## src/sv/axis_angle_rotation_matrix_macros.svh

```systemverilog
// assertion macros for the axis-angle rotation matrix block
// expects clk and arst_n in the scope of the module that uses them
`ifndef AXIS_ANGLE_ROTATION_MATRIX_MACROS_SVH
`define AXIS_ANGLE_ROTATION_MATRIX_MACROS_SVH

// same-cycle implication
`define AARM_ASSERT_IMP(name, ante, cons, msg) \
	name: assert property (@(posedge clk) disable iff (!arst_n) (ante) |-> (cons)) \
		else $error(msg);

// next-cycle implication
`define AARM_ASSERT_NXT(name, ante, cons, msg) \
	name: assert property (@(posedge clk) disable iff (!arst_n) (ante) |=> (cons)) \
		else $error(msg);

`endif

```

## src/sv/aarm_pkg.sv

```systemverilog
// types, widths and constants of the axis-angle rotation matrix block
// no dependencies
`default_nettype none

package aarm_pkg;

	localparam int TH_W     = 40;
	localparam int XY_W     = 34;
	localparam int R_W      = 32;
	localparam int Q_W      = 61;
	localparam int RES_W    = 62;
	localparam int SQ_W     = 31;
	localparam int SQ_STEPS = 31;
	localparam int NCELL    = Q_W + SQ_STEPS;

	localparam logic signed [TH_W-1:0] PI_Q30      = 40'sd3373259426;
	localparam logic signed [TH_W-1:0] TWO_PI_Q30  = 40'sd6746518852;
	localparam logic signed [TH_W-1:0] HALF_PI_Q30 = 40'sd1686629713;
	localparam logic signed [XY_W-1:0] GAIN_Q30    = 34'sd652032874;

	typedef struct packed {
		logic signed [15:0] angle;
		logic signed [15:0] axis_x;
		logic signed [15:0] axis_y;
		logic signed [15:0] axis_z;
	} item_t;

	typedef struct packed {
		logic signed [15:0] m_c0_r0;
		logic signed [15:0] m_c0_r1;
		logic signed [15:0] m_c0_r2;
		logic signed [15:0] m_c1_r0;
		logic signed [15:0] m_c1_r1;
		logic signed [15:0] m_c1_r2;
		logic signed [15:0] m_c2_r0;
		logic signed [15:0] m_c2_r1;
		logic signed [15:0] m_c2_r2;
		logic               zero_axis;
	} result_t;

	typedef struct packed {
		logic [2:0]                  sgn;
		logic [R_W-1:0]              b;
		logic [2:0][R_W-1:0]         r;
		logic [2:0][Q_W-1:0]         q;
		logic [2:0][RES_W-1:0]       res;
		logic signed [TH_W-1:0]      th;
		logic signed [XY_W-1:0]      x;
		logic signed [XY_W-1:0]      y;
		logic                        neg;
		logic                        ang_zero;
		logic                        axis_zero;
	} tok_t;

	function automatic logic signed [TH_W-1:0] atan_q30(input int i);
		logic signed [TH_W-1:0] t;
		unique case (i)
			0: t = 40'sd843314857;
			1: t = 40'sd497837829;
			2: t = 40'sd263043837;
			3: t = 40'sd133525159;
			4: t = 40'sd67021687;
			5: t = 40'sd33543516;
			6: t = 40'sd16775851;
			7: t = 40'sd8388437;
			8: t = 40'sd4194283;
			9: t = 40'sd2097149;
			default: t = (i <= 30) ? (40'sd1 <<< (30 - i)) : '0;
		endcase
		return t;
	endfunction

endpackage

`default_nettype wire

```

## src/sv/aarm_cell.sv

```systemverilog
// one cell of the chain: a divide or root bit per axis lane and at most one angle step
// depends on aarm_pkg
`default_nettype none

module aarm_cell import aarm_pkg::*; #(
	parameter int IDX             = 0,
	parameter int ANGLE_FRAC_BITS = 13,
	parameter int CORDIC_STAGES   = 16
) (
	input  logic clk,
	input  logic arst_n,
	input  logic en,
	input  logic vld_in,
	input  tok_t tok_in,
	output logic vld,
	output tok_t tok
);

	localparam int NRED     = (ANGLE_FRAC_BITS < 13) ? (14 - ANGLE_FRAC_BITS) : 1;
	localparam int RED_J    = (IDX < NRED) ? (NRED - 1 - IDX) : 0;
	localparam int CFIRST   = NRED + 1;
	localparam int CI       = (IDX >= CFIRST) ? (IDX - CFIRST) : 0;
	localparam int SQ_J     = (IDX >= Q_W) ? (IDX - Q_W) : 0;
	localparam logic [RES_W-1:0] BIT = 62'd1 << (60 - 2 * SQ_J);
	localparam logic signed [TH_W-1:0] RED_D = TWO_PI_Q30 <<< RED_J;

	tok_t                  nxt;
	logic [2:0][R_W:0]     r2;
	logic [2:0][RES_W-1:0] rb;
	logic [2:0][RES_W-1:0] vx;
	logic signed [XY_W-1:0] xs;
	logic signed [XY_W-1:0] ys;
	logic signed [TH_W-1:0] at;

	logic                  vld_s1;
	tok_t                  tok_s1;

	always_comb begin
		nxt = tok_in;
		xs  = tok_in.x >>> CI;
		ys  = tok_in.y >>> CI;
		at  = atan_q30(CI);
		for (int l = 0; l < 3; l++) begin
			r2[l] = {tok_in.r[l], 1'b0};
			rb[l] = tok_in.res[l] + BIT;
			vx[l] = {1'b0, tok_in.q[l]};
			if (IDX == 0) begin
				if (tok_in.r[l] >= tok_in.b) begin
					nxt.r[l] = tok_in.r[l] - tok_in.b;
					nxt.q[l] = Q_W'(1);
				end
			end else if (IDX < Q_W) begin
				if (r2[l] >= {1'b0, tok_in.b}) begin
					nxt.r[l] = R_W'(r2[l] - {1'b0, tok_in.b});
					nxt.q[l] = {tok_in.q[l][Q_W-2:0], 1'b1};
				end else begin
					nxt.r[l] = r2[l][R_W-1:0];
					nxt.q[l] = {tok_in.q[l][Q_W-2:0], 1'b0};
				end
			end else begin
				if (vx[l] >= rb[l]) begin
					nxt.q[l]   = Q_W'(vx[l] - rb[l]);
					nxt.res[l] = (tok_in.res[l] >> 1) + BIT;
				end else begin
					nxt.res[l] = tok_in.res[l] >> 1;
				end
			end
		end
		if (IDX < NRED) begin
			if (tok_in.th - RED_D > -PI_Q30) begin
				nxt.th = tok_in.th - RED_D;
			end else if (tok_in.th + RED_D <= PI_Q30) begin
				nxt.th = tok_in.th + RED_D;
			end
		end else if (IDX == NRED) begin
			if (tok_in.th > HALF_PI_Q30) begin
				nxt.th  = tok_in.th - PI_Q30;
				nxt.neg = 1'b1;
			end else if (tok_in.th < -HALF_PI_Q30) begin
				nxt.th  = tok_in.th + PI_Q30;
				nxt.neg = 1'b1;
			end
		end else if (IDX < CFIRST + CORDIC_STAGES) begin
			if (tok_in.th >= 0) begin
				nxt.x  = tok_in.x - ys;
				nxt.y  = tok_in.y + xs;
				nxt.th = tok_in.th - at;
			end else begin
				nxt.x  = tok_in.x + ys;
				nxt.y  = tok_in.y - xs;
				nxt.th = tok_in.th + at;
			end
		end
	end

	always_ff @(posedge clk or negedge arst_n) begin
		if (!arst_n) begin
			vld_s1 <= 1'b0;
		end else if (en) begin
			vld_s1 <= vld_in;
		end
	end

	always_ff @(posedge clk) begin
		if (en) begin
			tok_s1 <= nxt;
		end
	end

	assign vld = vld_s1;
	assign tok = tok_s1;

endmodule

`default_nettype wire

```

## config.mk

```make
export PLATFORM = sky130hd
export DESIGN_NAME = aarm_cell
export DESIGN_NICKNAME = d
export VERILOG_FILES = /design/src/sv/axis_angle_rotation_matrix_macros.svh /design/src/sv/aarm_pkg.sv /design/src/sv/aarm_cell.sv
export SDC_FILE = /design/constraint.sdc
export NUM_CORES = 1
export LEC_CHECK = 0
export BUFFER_PORTS_ARGS = -buffer_cell sky130_fd_sc_hd__buf_2
export CAP_MARGIN = 25
export CORE_AREA = 2 2 476 478
export CTS_CLUSTER_SIZE = 8
export DETAILED_ROUTE_END_ITERATION = 6
export DIE_AREA = 0 0 478 480
export SLEW_MARGIN = 20
export SYNTH_ARGS = -nofsm -noshare
export SYNTH_HDL_FRONTEND = slang
export SYNTH_SLANG_ARGS = --single-unit
```

## constraint.sdc

```tcl
create_clock -name clk -period 2.3 [get_ports clk]
set_clock_uncertainty 0.05 [all_clocks]
set_input_delay 0.46 -clock clk [delete_from_list [all_inputs] [get_ports clk]]
set_output_delay 0.46 -clock clk [all_outputs]
set_load 0.01 [all_outputs]
```

# Yosys cells after proc, flatten, opt, wreduce, memory -nomap -nowiden
# Index checks and enable logic that the tools add are counted.
# word_totals
ff_bits	612
latch_bits	0
mem_bits_rw	0
rom_bits	0
input_bits	615
out_inout_bits	612
elab_cells	33
memories	0
# op_classes
addsub	5
multipliers	0
div	0
n_lt_le_gt_ge	5
n_eq_ne	0
shift	0
muxes	5
n_bitwise	0
reduce_logical	0
# ops
op	n
$ge A32 B32 Y1	3
$mux W32	3
$sub A32 B32 Y32	3
$mux W40	2
$add A40 B34 Y40 const B	1
$gt A40 B33 Y1 const B	1
$le A40 B33 Y1 const B	1
$sub A40 B34 Y40 const B	1

# Logic depth before layout (Yosys ltp)
# logic_depth
word_depth	4
ltp_mapped	17
depth_no_buf	14

# Least setup slack after synthesis
# No wires, ideal clock.
# synth_timing
path_type	input-to-reg
start	input port tok_in[578] (netlist bit)
end	register tok_s1 (netlist bit tok[494]) (data pin)
setup_time_ns	0.262
arrival_ns	3.602
t_required_ns	1.988
path_slack_ns	-1.615
stages	15
path_buffers	2
path_cell_list	inv_1 ha_1 nor2b_1 o31a_1 o31ai_2 o21ai_1 o21a_1 a211oi_2 o31ai_1 a221oi_2 a21oi_1 a211oi_2 buf_4 buf_6 mux2_1
# synth_lines
item	line	rtl
from (decl)	aarm_cell.sv:14	input tok_t tok_in,
to (signal assigned)	aarm_cell.sv:106	tok_s1 <= nxt;
to (decl)	aarm_cell.sv:36	tok_t tok_s1;

==> impl_metrics.json <==
{
  "worst_ir_drop_vdd_uv": 527,
  "muxShareOfSynthArea": 0.0241,
  "die_w_um": 478,
  "placed_area_um2": 44400,
  "synth_cells": 2209,
  "final_layout_size_suffix_gt1_frac": 0.542,
  "synth-xor-area-share": 0.0401,
  "area_growth_pct": 93.7,
  "vias": 30275,
  "grt_pass1_wl_mm": 291,
  "r2r-start": "vld",
  "max-clock-path-buffers": 3,
  "synth_top_family_by_area": "simple AND/OR/NAND/NOR gates",
  "syn-num-nets": 2926,
  "synth_edf_count": 611,
  "grt_usage": 0.193,
  "synth_adder_area_share": 0.0448,
  "path_clk_slew_ns": 0.06,
  "worst_hold_path_type": "input port to register",
  "first_pass_iters": 5,
  "start_kind": "input port",
  "yosys_register_bits": 612,
  "cp_max_fo": 7,
  "synth_top_cells_by_count": "edfxtp_1 (611), and2_1 (191), nand2_1 (151)",
  "synth-simple-area-share": 0.124,
  "nNetsFinal": 5458,
  "synth_compound_gate_area_share": 0.109,
  "cts_tree": "built",
  "die_area_um2": 229000,
  "clk_latency_ns": 0.71,
  "cts_htree_levels": 3,
  "clkSinkCount": 612,
  "status": "complete, but fails checks",
  "cts_made_buffers": 93,
  "cap_violations": 0,
  "holdPathEnd": "tok[525]",
  "holdPathStages": 3,
  "routed_via_density": 3.84,
  "drtIter0Drc": 2109,
  "wire_per_inst_um": 29.8,
  "finalHoldViolCount": 0,
  "synth_most_common_cell": "edfxtp_1",
  "required_ns": 2.73,
  "fmax_ghz": 0.305,
  "synth_top_cell_by_area": "edfxtp_1",
  "ys_top_cells_by_area": "edfxtp_1 (63%), ha_1 (4.3%), and2_1 (4.1%)",
  "avgSynthCellArea_um2": 13.1,
  "io_buffers": 1226,
  "grt_overflow": 0,
  "synth_top_area_share": 0.632,
  "endpoint_kind": "register",
  "dieHeight_um": 480,
  "yosysSeqAreaShare": 0.633,
  "reg2reg_setup_slack_ns": 1.52,
  "io-pin-count": 1227,
  "leakage_nw": 23.8,
  "setup_viol": 317,
  "grt_pass1_vias": 30313,
  "drcViolationCount": 0,
  "worstPathArrival_ns": 3.70,
  "min_from": "tok_in[525]",
  "fin_hold_ws_ns": 0.0429,
  "power_density_nw_per_um2": 674,
  "dp.final_hpwl_mm": 198,
  "setup_ws_ns": -0.975,
  "synth_cell_types": 103,
  "gp_congestion": 0.929,
  "ff2ff_path_depth": 1,
  "yosysWarnings": 0,
  "worstMarginPinSlew_ns": 0.869,
  "antenna_found_initial": 312,
  "finalCritPeriodShare": 1.42,
  "fin_area_um2": 56200,
  "grt_max_degree": 63,
  "synthArstFlopShare": 0.00163,
  "detail-route-antenna-nets": 0,
  "rsz0062_at_grt": "true",
  "drv_slew": 0,
  "initial_utilization": 0.130,
  "max-slew-margin-rel": 0.416,
  "synth_area_um2": 29000,
  "crit_type": "input port to register",
  "routed_wl_mm": 235,
  "violations": "setup timing",
  "r2r_end": "vld",
  "synth-main-ff-cell": "edfxtp_1",
  "design.core.area_um2": 224000,
  "fin_crit_ns": 3.28,
  "cts-root-buf": "clkbuf_16",
  "rows": 174
}
==> worst max path at each step <==
stage	from	end	slack, ns
final	tok_in[480]	tok[499]	-0.98
after global routing	tok_in[480]	tok[499]	-1.04
after CTS	tok_in[576]	tok[530]	-0.86
after detailed placement	tok_in[73]	tok[87]	-1.86
after global placement	tok_in[73]	tok[75]	-1.89
after floorplan	tok_in[480]	tok[494]	-1.38
==> cells by family after synthesis <==
group / after synthesis
muxes: 65
and+or+nand+nor: 666
buffers and inverters: 167
adders and majority gates: 102
xor gates and xnor gates: 131
AOI/OAI and AO/OA: 466
DFF: 612
==> report_power, final <==
part / internal, mW / total (mW) / leakage [nW] / switching [mW]
logic: 5.03 / 10.6 / 16.6 / 5.57
registers: 13.7 / 14.1 / 5.97 / 0.487
clock network: 7.64 / 13.2 / 1.29 / 5.51
total: 26.3 / 37.9 / 23.8 / 11.6
==> stage by stage <==
step / util / TNS (ns) / total power, mW / setup slack [ns] / instances
3_3_place_gp: 0.198 / -523.52 / 22.5 / -1.89 / 6985
3_5_place_dp: 0.198 / -524.38 / 22.5 / -1.86 / 6985
5_1_grt: 0.250 / -281.11 / 39.4 / -1.04 / 7813
4_1_cts: 0.241 / -228.73 / 37.6 / -0.856 / 7707
2_1_floorplan: - / -343.74 / 17.4 / -1.38 / 2209
6_report: 0.251 / -263.51 / 37.9 / -0.975 / 7884
==> critical path, stage by stage <==
cell	delay, ns
buf_12	0.11
inv_12	0.04
ha_4	0.13
fa_2	0.22
nor2b_2	0.05
o31a_1	0.29
o31ai_4	0.26
o21ai_4	0.11
o21a_1	0.21
a211oi_2	0.30
o31ai_2	0.13
a221oi_2	0.33
a21oi_2	0.12
a211oi_4	0.24
buf_6	0.19
clkbuf_16	0.19
mux2_4	0.31
==> cells in the final DEF (no fill, tap or decap), drive strengths merged, types with 99 or more instances in the layout <==
cell | netlist | layout
buf | 40 | 1994
edfxtp | 611 | 611
dlygate4sd3 | 0 | 514
and2 | 192 | 192
nand2 | 151 | 151
clkbuf | 53 | 128
o21ai | 125 | 125
diode | 0 | 118
a21oi | 104 | 104
ha | 99 | 99
==> metal layers <==
layer	share of wire	up-vias	global-route usage
met1	0.36	14486	0.204
met4	0.033	172	0.0466
met2	0.51	1567	0.358
met3	0.094	548	0.0743
met5	0.0044	-	0
li1	-	13502	-
==> layout make-up <==
cell class	instances	area [um^2]
Clock buffer	108	2400
Timing Repair Buffer	2528	18800
Multi-Input combinational cell	1432	12000
Clock inverter	20	259
Fill cell	23670	168000
Tap cell	2992	3740
Sequential cell	612	18400
Antenna cell	118	295
Inverter	74	347
==> registers in the layout, indices dropped and copies added, names as in the netlist <==
name	flops
tok	611
vld	1
==> repair_timing <==
item                                    4_1_cts  5_1_grt
buffers inserted                             72       41
gates resized for setup                     226      304
cloned                                       14       27
endpoints found under the hold margin       514        2
pin swaps                                    83      102
hold buffers                                512        2
endpoints found under the setup margin      317      317
Power figures use the tool's default switching activity.
